## config.mk

```make
export PLATFORM = sky130hd
export DESIGN_NAME = cbr_front
export DESIGN_NICKNAME = d
export VERILOG_FILES = /design/src/hw/rtl/cbr_pkg.sv /design/src/hw/rtl/cbr_front.sv
export SDC_FILE = /design/constraint.sdc
export NUM_CORES = 1
export LEC_CHECK = 0
export BUFFER_PORTS_ARGS = -buffer_cell sky130_fd_sc_hd__buf_4
export CAP_MARGIN = 5
export CORE_MARGIN = 2
export CORE_UTILIZATION = 45
export CTS_CLUSTER_SIZE = 30
export DETAILED_ROUTE_END_ITERATION = 7
export SLEW_MARGIN = 10
export SYNTH_ARGS = -nofsm -noshare
export SYNTH_HDL_FRONTEND = slang
export SYNTH_SLANG_ARGS = --single-unit
```

## constraint.sdc

```tcl
create_clock -name i_clk -period 24 [get_ports i_clk]
set_input_delay 4.8 -clock i_clk [delete_from_list [all_inputs] [get_ports i_clk]]
set_output_delay 4.8 -clock i_clk [all_outputs]
set_load 0.05 [all_outputs]
```

## src/hw/rtl/cbr_pkg.sv

```systemverilog
package cbr_pkg;

    localparam int COORD_BITS = 12;
    localparam int IN_W       = 12;
    localparam int CFG_W      = 11;
    localparam int REL_W      = 12;
    localparam int BEAR_W     = 9;
    localparam int DIST_W     = 11;

    // magnitude, signed offset, squared distance, root and remainder widths
    localparam int AW   = (COORD_BITS > CFG_W) ? COORD_BITS : CFG_W;
    localparam int XW   = AW + 1;
    localparam int D2W  = 2 * AW + 1;
    localparam int RW   = AW + 1;
    localparam int REMW = RW + 2;

    // bearing search: count of whole degrees 0..89, one bit per stage
    localparam int CNT_W  = 7;
    localparam int MAX_K  = 89;
    localparam int TAB_N  = 1 << CNT_W;
    localparam int FB     = 48;
    localparam int TW     = FB + 6;
    localparam int CW     = AW + TW;

    localparam logic [1:0] CFG_CENTER_X = 2'd0;
    localparam logic [1:0] CFG_CENTER_Y = 2'd1;
    localparam logic [1:0] CFG_RADIUS   = 2'd2;

    localparam logic [BEAR_W-1:0] DEG_0   = BEAR_W'(0);
    localparam logic [BEAR_W-1:0] DEG_90  = BEAR_W'(90);
    localparam logic [BEAR_W-1:0] DEG_180 = BEAR_W'(180);
    localparam logic [BEAR_W-1:0] DEG_270 = BEAR_W'(270);
    localparam logic [BEAR_W-1:0] DEG_360 = BEAR_W'(360);

    typedef logic [TW-1:0] t_tan_tab [TAB_N];

    // tan(k degrees) with FB fraction bits; 45 degrees is exactly one
    function automatic t_tan_tab build_tan_tab();
        t_tan_tab tab;
        real      r;
        for (int k = 0; k < TAB_N; k++) begin
            if (k == 45) begin
                tab[k] = TW'(1) << FB;
            end else if (k > MAX_K) begin
                tab[k] = '1;
            end else begin
                r      = $tan(real'(k) * 3.14159265358979323846 / 180.0) * (2.0 ** FB);
                tab[k] = TW'(longint'(r));
            end
        end
        return tab;
    endfunction

    localparam t_tan_tab TAN_TAB = build_tan_tab();

    typedef struct packed {
        logic [CFG_W-1:0] center_x;
        logic [CFG_W-1:0] center_y;
        logic [CFG_W-1:0] radius;
    } t_cfg;

    typedef struct packed {
        logic                 vld;
        logic signed [XW-1:0] x;
        logic signed [XW-1:0] y;
        logic [AW-1:0]        ax;
        logic [AW-1:0]        ay;
        logic [D2W-1:0]       d2;
        logic [CNT_W-1:0]     cnt;
    } t_item;

    typedef struct packed {
        t_item            it;
        logic [REMW-1:0]  rem;
        logic [RW-1:0]    root;
    } t_sq;

endpackage

```

## src/hw/rtl/cbr_front.sv

```systemverilog
module cbr_front (
    input  logic                     i_clk,
    input  logic                     i_rst_n,
    input  logic                     i_adv,
    input  logic                     i_vld,
    input  logic [cbr_pkg::IN_W-1:0] i_pos_x,
    input  logic [cbr_pkg::IN_W-1:0] i_pos_y,
    input  cbr_pkg::t_cfg            i_cfg,
    output cbr_pkg::t_item           o_item
);

    localparam logic [cbr_pkg::IN_W-1:0] CMASK = cbr_pkg::IN_W'((1 << cbr_pkg::COORD_BITS) - 1);

    cbr_pkg::t_item r_s1, n_s1, r_s2, n_s2;

    logic [cbr_pkg::AW-1:0]      px, py;
    logic [2*cbr_pkg::AW-1:0]    sqx, sqy;
    logic [2*cbr_pkg::CFG_W-1:0] r2;

    always_comb begin
        px        = cbr_pkg::AW'(i_pos_x & CMASK);
        py        = cbr_pkg::AW'(i_pos_y & CMASK);
        n_s1      = '0;
        n_s1.vld  = i_vld;
        n_s1.x    = $signed({1'b0, px}) - $signed(cbr_pkg::XW'(i_cfg.center_x));
        n_s1.y    = $signed(cbr_pkg::XW'(i_cfg.center_y)) - $signed({1'b0, py});
    end

    always_comb begin
        n_s2    = r_s1;
        n_s2.ax = r_s1.x[cbr_pkg::XW-1] ? cbr_pkg::AW'(-r_s1.x) : cbr_pkg::AW'(r_s1.x);
        n_s2.ay = r_s1.y[cbr_pkg::XW-1] ? cbr_pkg::AW'(-r_s1.y) : cbr_pkg::AW'(r_s1.y);
        sqx     = n_s2.ax * n_s2.ax;
        sqy     = n_s2.ay * n_s2.ay;
        r2      = i_cfg.radius * i_cfg.radius;
        n_s2.d2 = cbr_pkg::D2W'(sqx) + cbr_pkg::D2W'(sqy);
        // drop points outside the circle here
        n_s2.vld = r_s1.vld && (n_s2.d2 <= cbr_pkg::D2W'(r2));
    end

    always_ff @(posedge i_clk) begin
        if (!i_rst_n) begin
            r_s1.vld <= 1'b0;
            r_s2.vld <= 1'b0;
        end else if (i_adv) begin
            r_s1 <= n_s1;
            r_s2 <= n_s2;
        end
    end

    assign o_item = r_s2;

endmodule

```

; ---- Yosys cells after proc, flatten, opt, wreduce, memory -nomap -nowiden
; Index checks and enable logic that the tools add are counted.
[classes]
add_sub_neg = 5
n_lt_le_gt_ge = 1
mul = 3
muxes = 2
n_reduce_logical = 2
[ops]
columns = operator, n
row1 = $mul A12 B12 Y24, 2
row2 = $add A24 B24 Y25, 1
row3 = $le A25 B22 Y1, 1
row4 = $mux W12, 2
row5 = $neg A12 Y12, 2
row6 = $mul A11 B11 Y22, 1
row7 = $sub A11 B12 Y13, 1
row8 = $sub A12 B11 Y13, 1
row9 = $reduce_and A2 Y1, 1
row10 = $logic_and A1 B1 Y1, 1
[word_totals]
regBits = 103
wordCells = 22

; ---- Longest topological paths before layout
[logic_depth]
word_depth = 6
mapped_depth = 40
ltp_nobuf = 39

; ---- Worst setup path before layout
; OpenSTA, ideal clock, no wires.
[synth_timing]
kind = input-to-reg
startpoint = input port i_cfg[6] (netlist bit)
endpoint = register r_s2 (netlist bit o_item[82])
path_slack_ps = 13241
n_path_buf = 1
path_stages = 26
arrival_ps = 10664
cell_sequence = clkbuf_1 -> and2_1 -> fa_1 -> fa_1 -> inv_1 -> fa_1 -> inv_1 -> fa_1 -> fa_1 -> ha_1 -> or3_1 -> o31ai_1 -> o211ai_1 -> a31oi_1 -> nor2b_1 -> o21ai_1 -> nor2b_1 -> xor2_1 -> ha_1 -> a21oi_1 -> nor2b_1 -> o21ai_0 -> nand2b_1 -> a211oi_1 -> a21oi_1 -> o41ai_2
[synth_via]
elab_chain_len = 3
[synth_lines]
columns = element, line
row1 = from (decl), cbr_front.sv:8  ; input cbr_pkg::t_cfg i_cfg,
row2 = $mul A11 B11 Y22, cbr_front.sv:35  ; r2 = i_cfg.radius * i_cfg.radius;
row3 = $le A25 B22 Y1, cbr_front.sv:38  ; n_s2.vld = r_s1.vld && (n_s2.d2 <= cbr_pkg::D2W'(r2));
row4 = $logic_and A1 B1 Y1, cbr_front.sv:38
row5 = to (signal assigned), cbr_front.sv:47  ; r_s2 <= n_s2;
row6 = to (decl), cbr_front.sv:14  ; cbr_pkg::t_item r_s1, n_s1, r_s2, n_s2;
; No other way between the ends.
; A chain may end at the register's enable or synchronous reset.

; ---- Worst setup path after layout
[layout_timing]
startpoint = input port i_cfg[7] (netlist bit)
endpoint = register r_s2 (netlist bit o_item[82])
; The elaborated chain is that of the path after synthesis.

==> results.toml <==
[yosys]
synth_area_um2 = 15860
synth_cells = 1611
async_flop_share = 0
synth_edf_count = 99
synth.largest_area_cell = "fa_1"
synth_ff_type = "edfxtp_1"
synth_warnings = 0
ys_seq_area_frac = 0.1900
ys_types = 54
synth.area.top_cells = "fa_1 (33%), edfxtp_1 (19%), ha_1 (15%)"
synth.ff_latch_count = 101
synth_top_cell_area_share = 0.3346
syn_area_per_cell_um2 = 9.842

[worst_setup_path]
cpMostUsedCell = "fa_1"
crit_required_ps = 24270
critPathCaptureType = "flop"
cp.arrival_ps = 11100
max_stage_delay_ps = 530
startpoint_type = "input port"
worst_path_max_delay_cell = "fa_1"
path_max_fanout = 12
path_class = "input port to flop"

[placement]
dp_hpwl_mm = 29.20
io_buffer_count = 136
dp_slack_ps = 12710
gp_congestion = 0.8575

[run_status]
outcome = "finished clean"

[routing]
finalWirelength_mm = 33.52
num_vias = 10640
vias_per_cell = 4.827
drc = 0
drt_iter0_markers = 448
dr.pass1.iters = 5
avgRoutedWirePerCell_um = 15.20
ant_nets = 0

[cts]
cts-buffers-inserted = 9
hold_buffers = 0
h-tree-depth = 3
insertion_delay_ps = 360
tritoncts = "done"
cts_buffer_depth = 2
cts_resized = 0
path_clk_slew_ps = 80
cts.sinks = 101
cts_root_buf = "clkbuf_16"
postCtsSetupBuffers = 0

[die]
initial_utilization = 0.4579
rows = 68
die_area_um2 = 36750
die_x_um = 191.7
coreArea_um2 = 34630
die_y_um = 191.7
boundaryPins = 144

[global_route]
grt_max_degree = 61
grt_use_total = 0.1975
overflow = 0
grt_pass1_wl_mm = 56.59
antenna_found_initial = 0
grt_pass1_vias = 11300

[timing]
fmax_mhz = 92.32
rsz0062_at_grt = "false"
final.setup.worst_slack_ps = 13170
drv_slew = 0
max-slew-margin-rel = 0.2250
setup_viol = 0
finClkSkew_ps = 12.29
tightest_slew_ps = 1154
hold_violations = 0
fin_crit_ps = 10830
final.period_utilization = 0.4513
fin_hold_ws_ps = 491.0
setup_tns_ps = 0

[run]
drv_cap = 0

[worst_hold_path]
hold_class = "flop to flop"

[layout]
fillers = 3171
final_common_cell = "inv_1"
multi_input_comb_area_um2 = 11150
drive_gt1_frac = 0.1051
area_delta_synth_final_pct = 11.69
n_antenna_cell = 0
nets = 2267
seqCellArea_um2 = 3013
final_cell_mix = "inv_1 (405), fa_1 (265), ha_1 (196)"
path summary, 6_finish.rpt:
check / to / cells after the start / from / slack, ps
min: o_item[80] / 0 / n_s2[80] / 490
max reg2reg: o_item[82] / 33 / n_s2[69] / 13800
max: o_item[82] / 26 / i_cfg[7] / 13170
min reg2reg: o_item[80] / 0 / n_s2[80] / 490
critical path, delay by kind of cell:
kind / cells / cell delay [ps]
adder cells (fa/ha/maj): 7 / 3000
buffers and inverters: 3 / 260
XOR/XNOR: 1 / 160
AO/OA/AOI/OAI: 9 / 1940
AND/OR/NAND/NOR: 6 / 920
cells in the mapped netlist, drive strengths merged (8+ instances only):
library cell and number:
xnor2 40, xor2 34, edfxtp 99, o21a 8
a21oi 35, a21o 20, nor3 14, nand2 108
and3 10, and2 41, buf 10, nor2b 20
nand3 11, clkbuf 19, a21boi 9, ha 196
nand2b 11, inv 417, o21ai 39, fa 265
nor2 137
stage by stage:
stage / area [µm²] / cells / utilization
2_1_floorplan: 15880 / 1617 / -
3_3_place_gp: 17400 / 2189 / 0.5026
3_5_place_dp: 17400 / 2189 / 0.5026
4_1_cts: 17710 / 2205 / 0.5114
5_1_grt: 17710 / 2205 / 0.5114
6_report: 17710 / 2205 / 0.5114
metal layers:
layer / routed length (µm) / track usage
met1: 14690 / 0.2613
met2: 16500 / 0.3369
met3: 1564 / 0.02923
met4: 758 / 0.05740
met5: 0 / 0
cells by family (layout without fill, tap and decap cells):
group | after synthesis | in the layout | share of synthesized area
AOI/OAI and AO/OA | 147 | 147 | 0.06069
xor gates and xnor gates | 74 | 74 | 0.04088
adders and majority gates | 461 | 461 | 0.4893
buffers and inverters | 449 | 582 | 0.1084
DFF | 101 | 101 | 0.1900
muxes | 4 | 4 | 0.002683
other | 1 | 7 | 0.0002365
and+or+nand+nor | 374 | 374 | 0.1078
area by class of cell:
class	instances	area share
Inverter	420	0.08903
Multi-Input combinational cell	1067	0.6296
Timing Repair Buffer	146	0.06190
Clock inverter	7	0.004522
Tap cell	455	0.03215
Sequential cell	101	0.1701
Clock buffer	9	0.01272
flip-flops by register name (all words and copies together), names as in the netlist:
name and flops:
o_item 74, r_s1 1, n_s2 26
Power is not shown: default switching activity piles up to over one toggle a cycle in this logic, so the estimate is an artifact.
