[config.mk]
export PLATFORM = sky130hd
export DESIGN_NAME = cbr_isqrt
export DESIGN_NICKNAME = d
export VERILOG_FILES = /design/src/hw/rtl/cbr_pkg.sv /design/src/hw/rtl/cbr_isqrt.sv
export SDC_FILE = /design/constraint.sdc
export NUM_CORES = 1
export LEC_CHECK = 0
export BUFFER_PORTS_ARGS = -buffer_cell sky130_fd_sc_hd__buf_2
export CORE_MARGIN = 3
export CORE_UTILIZATION = 60
export DETAILED_ROUTE_END_ITERATION = 16
export PLACE_DENSITY = 0.89
export SLEW_MARGIN = 10
export SYNTH_ARGS = -nofsm -noshare
export SYNTH_HDL_FRONTEND = slang
export SYNTH_SLANG_ARGS = --single-unit
[constraint.sdc]
create_clock -name i_clk -period 76.2 [get_ports i_clk]
set_input_delay 3.81 -clock i_clk [delete_from_list [all_inputs] [get_ports i_clk]]
set_output_delay 3.81 -clock i_clk [all_outputs]
set_load 0.05 [all_outputs]
[src/hw/rtl/cbr_pkg.sv]
package cbr_pkg;

    localparam int COORD_BITS = 12;
    localparam int IN_W       = 12;
    localparam int CFG_W      = 11;
    localparam int REL_W      = 12;
    localparam int BEAR_W     = 9;
    localparam int DIST_W     = 11;

    // magnitude, signed offset, squared distance, root and remainder widths
    localparam int AW   = (COORD_BITS > CFG_W) ? COORD_BITS : CFG_W;
    localparam int XW   = AW + 1;
    localparam int D2W  = 2 * AW + 1;
    localparam int RW   = AW + 1;
    localparam int REMW = RW + 2;

    // bearing search: count of whole degrees 0..89, one bit per stage
    localparam int CNT_W  = 7;
    localparam int MAX_K  = 89;
    localparam int TAB_N  = 1 << CNT_W;
    localparam int FB     = 48;
    localparam int TW     = FB + 6;
    localparam int CW     = AW + TW;

    localparam logic [1:0] CFG_CENTER_X = 2'd0;
    localparam logic [1:0] CFG_CENTER_Y = 2'd1;
    localparam logic [1:0] CFG_RADIUS   = 2'd2;

    localparam logic [BEAR_W-1:0] DEG_0   = BEAR_W'(0);
    localparam logic [BEAR_W-1:0] DEG_90  = BEAR_W'(90);
    localparam logic [BEAR_W-1:0] DEG_180 = BEAR_W'(180);
    localparam logic [BEAR_W-1:0] DEG_270 = BEAR_W'(270);
    localparam logic [BEAR_W-1:0] DEG_360 = BEAR_W'(360);

    typedef logic [TW-1:0] t_tan_tab [TAB_N];

    // tan(k degrees) with FB fraction bits; 45 degrees is exactly one
    function automatic t_tan_tab build_tan_tab();
        t_tan_tab tab;
        real      r;
        for (int k = 0; k < TAB_N; k++) begin
            if (k == 45) begin
                tab[k] = TW'(1) << FB;
            end else if (k > MAX_K) begin
                tab[k] = '1;
            end else begin
                r      = $tan(real'(k) * 3.14159265358979323846 / 180.0) * (2.0 ** FB);
                tab[k] = TW'(longint'(r));
            end
        end
        return tab;
    endfunction

    localparam t_tan_tab TAN_TAB = build_tan_tab();

    typedef struct packed {
        logic [CFG_W-1:0] center_x;
        logic [CFG_W-1:0] center_y;
        logic [CFG_W-1:0] radius;
    } t_cfg;

    typedef struct packed {
        logic                 vld;
        logic signed [XW-1:0] x;
        logic signed [XW-1:0] y;
        logic [AW-1:0]        ax;
        logic [AW-1:0]        ay;
        logic [D2W-1:0]       d2;
        logic [CNT_W-1:0]     cnt;
    } t_item;

    typedef struct packed {
        t_item            it;
        logic [REMW-1:0]  rem;
        logic [RW-1:0]    root;
    } t_sq;

endpackage

[src/hw/rtl/cbr_isqrt.sv]
module cbr_isqrt (
    input  logic           i_clk,
    input  logic           i_rst_n,
    input  logic           i_adv,
    input  cbr_pkg::t_item i_item,
    output cbr_pkg::t_sq   o_sq
);

    cbr_pkg::t_sq r_st [cbr_pkg::RW];

    for (genvar s = 0; s < cbr_pkg::RW; s++) begin : g_step
        localparam int BI = cbr_pkg::RW - 1 - s;

        cbr_pkg::t_sq                src, n_st;
        logic [2*cbr_pkg::RW-1:0]    d2p;
        logic [cbr_pkg::REMW+1:0]    cand, trial;

        if (s == 0) begin : g_first
            always_comb begin
                src    = '0;
                src.it = i_item;
            end
        end else begin : g_next
            assign src = r_st[s-1];
        end

        // one root bit per stage, restoring
        always_comb begin
            n_st  = src;
            d2p   = (2*cbr_pkg::RW)'(src.it.d2);
            cand  = {src.rem, d2p[2*BI+1 -: 2]};
            trial = (cbr_pkg::REMW+2)'({src.root, 2'b01});
            if (cand >= trial) begin
                n_st.rem  = cbr_pkg::REMW'(cand - trial);
                n_st.root = {src.root[cbr_pkg::RW-2:0], 1'b1};
            end else begin
                n_st.rem  = cbr_pkg::REMW'(cand);
                n_st.root = {src.root[cbr_pkg::RW-2:0], 1'b0};
            end
        end

        always_ff @(posedge i_clk) begin
            if (!i_rst_n) begin
                r_st[s].it.vld <= 1'b0;
            end else if (i_adv) begin
                r_st[s] <= n_st;
            end
        end
    end

    assign o_sq = r_st[cbr_pkg::RW-1];

endmodule

Word-level counts from Yosys, hierarchy flattened
Memory sizes are Yosys's and may differ from the RTL's.
Index checks and enable logic that the tools add are counted.
{ "totals": {"wordCells": 70, "mem_count": 1, "output_inout_bits": 111, "register_bits": 0, "mem_bits_ro": 0, "ram_bits": 1443, "latch_bits": 0} }
{ "classes": {"div_mod_pow": 0, "muxes": 30, "add_sub_neg": 13, "n_mul": 0, "n_eq_ne": 0, "bitwise": 13, "reduce_logical": 0, "order_cmp": 13, "shift": 0} }
{ "memory_table": {"columns": ["memory", "words", "word_bits", "rd", "rd_clocked_by_memory_dff", "wr", "line_no", "text"], "rows": [
  ["r_st", 13, 111, 13, 0, 13, "cbr_isqrt.sv:9", "cbr_pkg::t_sq r_st [cbr_pkg::RW];"]
]} }
{ "ops": {"columns": ["op", "count"], "rows": [
  ["two-way mux 28 bit", 13],
  [">= comparator 17 x 15 -> 1 bit", 12],
  ["subtractor 15 bit", 12],
  ["two-way mux 1 bit", 17],
  ["OR 1 bit", 13],
  ["subtractor 1 x 1 -> 2 bit, second input constant", 1],
  [">= comparator 1 bit, second input constant", 1]
]} }

Depth between registers and ports, before layout
Gate-level depths: netlist of the first run.
{ "depth": {"word_depth": 4, "mapped_depth": 10, "mapped_depth_nobuf": 9} }

Worst setup path after synthesis of the first run
Ideal clock, no wire load.
{ "synth_timing": {"path_type": "input-to-reg", "startpoint": "input port i_rst_n", "endpoint": "memory r_st[0][100] in the netlist's numbering (enable)", "slack_ps": 40535, "arrival_time_ps": 33791, "cell_stages": 2, "setup_ps": 1874, "required_ps": 74326, "path_buffers": 1, "cell_sequence": "clkbuf_1 and2_1"} }
{ "synth_rtl": {"columns": ["element", "line_no", "text"], "rows": [
  ["start, declared", "cbr_isqrt.sv:3", "input logic i_rst_n,"],
  ["end, declared", "cbr_isqrt.sv:9", null]
]} }

==> metrics.md, run 1 <==
| Metric | Value |
|---|---|
| Status | `completed` |
| Final WL | `approximately 71 mm` |
| Layout cell share with drive strength beyond 1 | `0.157` |
| WHS Path Cells | `0` |
| # rows | `102` |
| Routed WL per cell | `18.0 um` |
| Root buffer cell | `clkbuf_16` |
| Final Hold Fails | `0` |
| Post-synth net total | `2644` |
| PortBufs | `196` |
| H-Tree Depth | `4` |
| Post-CTS sizing | `0` |
| Final Setup Violations | `0` |
| Post-synth top area share | `0.844` |
| I/O Pins | `197` |
| Post-synth cell types | `82` |
| DRC viols | `0` |
| Ys flop type | `edfxtp_1` |
| Inserted Clock Buffers | `between 100 and 150` |
| Final instance area | `approximately 54000 um2` |
| Die height | `about 290 um` |
| Final Total Pwr | `between 1.5 and 2 mW` |
| Worst hold path type | `register to register` |
| Startpoint types | `primary input` |
| CP required | `about 77000 ps` |
| Via density | `5.43` |
| HPWL after DPL | `42.3 mm` |
| Number of synthesized flops with an enable pin | `1333` |
| Worst Skew | `between 30 and 40 ps` |
| DR iter-0 viols | `approximately 1600` |
| 1st-pass router iterations | `7` |
| Biggest regs | `r_st (1334)` |
| Asr flop ratio synth | `0` |
| Worst reg-to-reg path cell count | `7` |
| Initial core utilization | `0.609` |
| Register bit count reported by yosys | `about 1300` |
| Worst Hold End | `r_st[0][706]` |
| Final Cycle Share | `0.113` |
| Via count | `about 21000` |
| CTS tree | `built` |
| Setup bufs post-CTS | `0` |
| Leakage | `19.0 nW` |
| CORE AREA | `just under 80000 um2` |
| Clock slew at reported path FFs | `60 ps` |
| Deepest clock path buffer count | `3` |
| Max reg flops | `1334` |
| Crit-path max FO | `86` |
| RSZ-0062 raised after global routing | `false` |
| Reg2reg end | `r_st[1][351]` |
| Antenna-violating nets left | `0` |
| Multi-input logic area | `6740 um2` |
| Total congestion overflow | `0` |
| Total negative slack | `0 ps` |
| CTS hold repair buffers | `0` |
| Fin. max-slew vios | `0` |
| Clk sinks | `~1300` |
| FILL cells | `between 4000 and 5000` |
| Most flops, register | `r_st` |
| Area Growth Syn to Fin | `14.1%` |
| Hold Crit Start | `r_st[0][595]` |
| Flop-to-flop setup slack | `~73000 ps` |
| Cell Pwr Density | `between 20 and 30 nW/um2` |
| Total Routing Usage GR | `0.173` |
| Syn. warnings | `0` |
| Post-route minimum period | `8580 ps` |
| Kind of critical path | `primary input to register` |
| Vias in the first global route | `around 22000` |
| Die X | `roughly 290 um` |
| Die ar. | `roughly 80000 um2` |
| Average size of a mapped cell | `just under 20 um2` |
| RD Place Congestion | `about 0.9` |
| Nets@finish | `2963` |
| Most common cell in the synthesized netlist | `edfxtp_1` |
| Slew of the pin with the lowest slew margin | `1170 ps` |
| Largest net degree at the start of global routing | `approximately 220` |
| Initial antenna violation count | `0` |
| Max VDD drop | `0.0000233 V` |
| First-pass GRT wire length | `about 110 mm` |
| Peak Freq | `between 0.1 and 0.15 GHz` |
| Synth top area cells | `edfxtp_1, ha_1, xnor2_1` |
| Synth area leader | `edfxtp_1` |
| Synth Cell Area | `between 40000 and 50000 um2` |
| Clock latency on the worst-skew pair | `700 ps` |
| Synth Instances | `~2500` |
| Maxcap violations | `0` |
| Seq/Total Area, Yosys | `0.844` |
| Crit. End Element | `register` |
| Rel. slew slack | `0.219` |
| Hold Slack | `between 300 and 400 ps` |
| Reg-to-reg critical path startpoint | `r_st[1][241]` |
| Worst Path Arrival | `8910 ps` |
| Utilization after layout | `0.695` |
| List of most frequent post-synthesis cells | `edfxtp_1, inv_1, nor2_1` |
| Placed inst area | `between 40000 and 50000 um2` |
| Sequential cell area | `~40000 um2` |
logic make-up after synthesis:
group	Yosys count	synth area share
multiplexers	37	0.00902
flip-flops	1334	0.844
AO/OA/AOI/OAI	288	0.0391
adder cells (fa/ha/maj)	105	0.0277
AND/OR/NAND/NOR	409	0.0449
XOR/XNOR	115	0.0212
other	1	0.0000791
buffers and inverters	164	0.0136
metal layers:
layer  part of all wire  wire length (um)  global-route usage
met5                  0                 0                   0
met1               0.38             27100               0.204
met3              0.048              3390              0.0369
met2               0.54             37900               0.313
met4              0.030              2150              0.0642
power by group:
part	internal [mW]	switching, mW	leakage (nW)	total (mW)
Combinational	0.0229	0.0465	4.42	0.0694
Sequential	0.843	0.0114	12.5	0.854
Clock	0.365	0.267	2.10	0.632
worst max-delay path by stage:
stage            start      endpoint  slack, ps
4_1_cts          i_adv  r_st[1][189]      67660
5_1_grt          i_adv  r_st[1][189]      67190
6_report         i_adv   r_st[0][33]      67620
2_1_floorplan  i_rst_n  r_st[0][100]      40530
3_5_place_dp     i_adv  r_st[0][189]      66910
3_3_place_gp     i_adv  r_st[0][100]      67200
cell type report:
type,instances,area share
clock inverter,84,0.0180
timing repair buffer,212,0.0208
clock buffer,151,0.0626
multi-input combinational,955,0.125
sequential,1334,0.740
tap,1040,0.0241
inverter,138,0.00958
antenna,1,0.0000463
placed cells by master (no fill, tap or decap), types with 28 or more instances in the layout:
master	n
ha_1	105
clkbuf_16	132
nand2_1	84
nand3_1	28
o21ai_0	83
nor2_1	107
a21oi_1	82
nor3_1	31
xor2_1	47
clkinv_1	30
xnor2_1	68
buf_2	196
inv_1	137
edfxtp_1	1333
critical path, cell delays in order:
cell	delay, ps
buf_2	210
and2_4	600
buf_4	720
buf_4	850
buf_4	790
buf_4	780
buf_4	900
through the flow:
step	setup WS (ps)	std cells
2_1_floorplan	40530	2453
3_5_place_dp	66910	3679
6_report	67620	3915
4_1_cts	67660	3914
3_3_place_gp	67200	3679
5_1_grt	67190	3914
(Power assumes the default switching activity.)
==> inputs of run 2 (changes only) <==
clock period = 8.5 ns   (was 76.2 ns; I/O delays follow)
==> metrics.md, run 2 (same netlist as run 1, synthesis figures left out) <==
| Metric | Value |
|---|---|
| First-pass GRT wire length | `around 110 mm` |
| Antenna-violating nets left | `0` |
| Leakage | `just under 20 nW` |
| Inserted Clock Buffers | `130` |
| Flop pwr share | `0.543` |
| Clock latency on the worst-skew pair | `about 720 ps` |
| Max reg flops | `approximately 1300` |
| Post-CTS sizing | `0` |
| Startpoint types | `register` |
| PortBufs | `196` |
| CTS tree | `built` |
| Clock network fraction of design power | `0.410` |
| Worst Skew | `44.5 ps` |
| Area Growth Syn to Fin | `16.0%` |
| Root buffer cell | `clkbuf_16` |
| Rel. slew slack | `0.160` |
| Worst reg-to-reg path cell count | `7` |
| Hold Slack | `slightly above 70 ps` |
| Vias in the first global route | `between 20000 and 25000` |
| Most flops, register | `r_st` |
| Die ar. | `approximately 82000 um2` |
| Die height | `between 200 and 300 um` |
| CORE AREA | `just under 80000 um2` |
| # rows | `102` |
| I/O Pins | `approximately 200` |
| Worst Hold End | `r_st[0][110]` |
| Worst hold path type | `primary input to register` |
| Nets@finish | `slightly above 3000` |
| Comb pwr share | `0.046` |
| Die X | `287 um` |
| Kind of critical path | `register to register` |
| RSZ-0062 raised after global routing | `false` |
| Cell Pwr Density | `256 nW/um2` |
| DRC viols | `0` |
| Final Cycle Share | `0.405` |
| Max VDD drop | `between 0.0002 and 0.0003 V` |
| Reg-to-reg critical path startpoint | `r_st[1][235]` |
| RD Place Congestion | `0.901` |
| Fin. max-slew vios | `0` |
| Clock slew at reported path FFs | `about 70 ps` |
| Utilization after layout | `0.707` |
| Reg2reg end | `r_st[1][349]` |
| Deepest clock path buffer count | `3` |
| Flop-to-flop setup slack | `~5100 ps` |
| Total Routing Usage GR | `0.178` |
| Placed inst area | `between 40000 and 50000 um2` |
| Placed instance count | `~3700` |
| Net Sw Power | `approximately 3.0 mW` |
| Maxcap violations | `0` |
| Initial core utilization | `0.609` |
| HPWL after DPL | `around 42 mm` |
| Status | `completed` |
| Diodes inserted | `0` |
| Final instance area | `approximately 55000 um2` |
| Final Setup Violations | `0` |
| Routed WL per cell | `~18 um` |
| Total congestion overflow | `0` |
| Crit-path max FO | `14` |
| 1st-pass router iterations | `7` |
| Switching Fraction | `0.213` |
| Hold Crit Start | `i_item[82]` |
| H-Tree Depth | `4` |
| Via count | `~21000` |
| Largest net degree at the start of global routing | `216` |
| Leading cell type in the layout, fill and taps excluded | `edfxtp_1` |
| Internal Pwr Total | `11.1 mW` |
| Worst Path Arrival | `between 3000 and 4000 ps` |
| Biggest regs | `r_st (1334)` |
| Commonest non-fill, non-tap cells in the layout | `edfxtp_1, buf_2, inv_1, clkbuf_16, nor2_1` |
| WHS Path Cells | `2` |
| Crit. End Element | `register` |
| CP required | `roughly 9000 ps` |
| Slew of the pin with the lowest slew margin | `between 1000 and 1500 ps` |
| Post-route insts no fill | `3993` |
| Post-route minimum period | `3440 ps` |
| Peak Freq | `0.291 GHz` |
| Layout cell share with drive strength beyond 1 | `0.153` |
| Clk sinks | `roughly 1300` |
| Final WL | `roughly 73 mm` |
| Final Hold Fails | `0` |
| Via density | `around 5.4` |
| DR iter-0 viols | `1590` |
| Initial antenna violation count | `0` |
-- run 2: cell count changes in the layout (fill, tap and decap cells not counted), moves of 3 or more --
| cell | before | now |
|---|---|---|
| dlygate4sd3_1 | 0 | 82 |
| buf_4 | 14 | 5 |
| clkinv_1 | 30 | 23 |
| buf_12 | 2 | 6 |
| clkbuf_1 | 18 | 22 |
| inv_6 | 5 | 1 |
| clkinv_2 | 20 | 23 |
| clkinvlp_4 | 3 | 6 |
-- run 2: stage by stage --
stage	setup WS (ps)	power [mW]	TNS, ps
global route	4860	14.6	0
global placement	5050	8.37	0
detailed placement	5030	8.41	0
finish	5060	14.1	0
floorplan	-1590	8.32	-2106760
CTS	5020	14.3	0
-- run 2: layer usage --
metal  track usage  up-vias  wire [um]
li1              -    10300          -
met1         0.207    10500      28000
met2         0.326      526      39600
met3        0.0350      176       2900
met4        0.0714        0       2310
met5             0        -          0
-- run 2: repair_timing --
action                    4_1_cts  5_1_grt
hold endpoints to repair       82        0
hold buffers                   82        0
setup buffers                   0        0
-- run 2: worst max-delay path by stage --
stage | startpoint | end | slack (ps) | depth (start not counted)
2_1_floorplan | i_adv | r_st[0][100] | -1590 | 2
3_3_place_gp | r_st[1][241] | r_st[1][348] | 5050 | 7
3_5_place_dp | r_st[1][236] | r_st[1][348] | 5030 | 7
4_1_cts | r_st[1][235] | r_st[1][350] | 5020 | 7
5_1_grt | r_st[1][223] | r_st[1][351] | 4860 | 8
6_report | r_st[1][235] | r_st[1][349] | 5060 | 7
-- run 2: power by group through the flow --
stage | sequential (mW) | clock, mW | combinational, mW
after floorplan | 7.93 | 0 | 0.390
after global placement | 7.77 | 0 | 0.595
after detailed placement | 7.79 | 0 | 0.618
after CTS | 7.66 | 5.94 | 0.653
after global routing | 7.68 | 6.20 | 0.720
final | 7.66 | 5.79 | 0.654
-- run 2: cell type report --
| type | count | area, um2 |
|---|---|---|
| flip-flops and latches | 1334 | 40000 |
| clock buffers | 152 | 3340 |
| fillers | 4668 | 22800 |
| inverters | 138 | 518 |
| well taps | 1040 | 1300 |
| repair buffers | 289 | 1960 |
| clock inverters | 85 | 1100 |
| multi-input cells | 955 | 6740 |
-- run 2: worst max-delay path: stages, from the launching register on --
cell	delay, ps
edfxtp_1	400
ha_1	380
o21a_1	170
nor4_4	210
nor3_1	120
o41a_1	480
nor4_4	1000
mux2_2	430
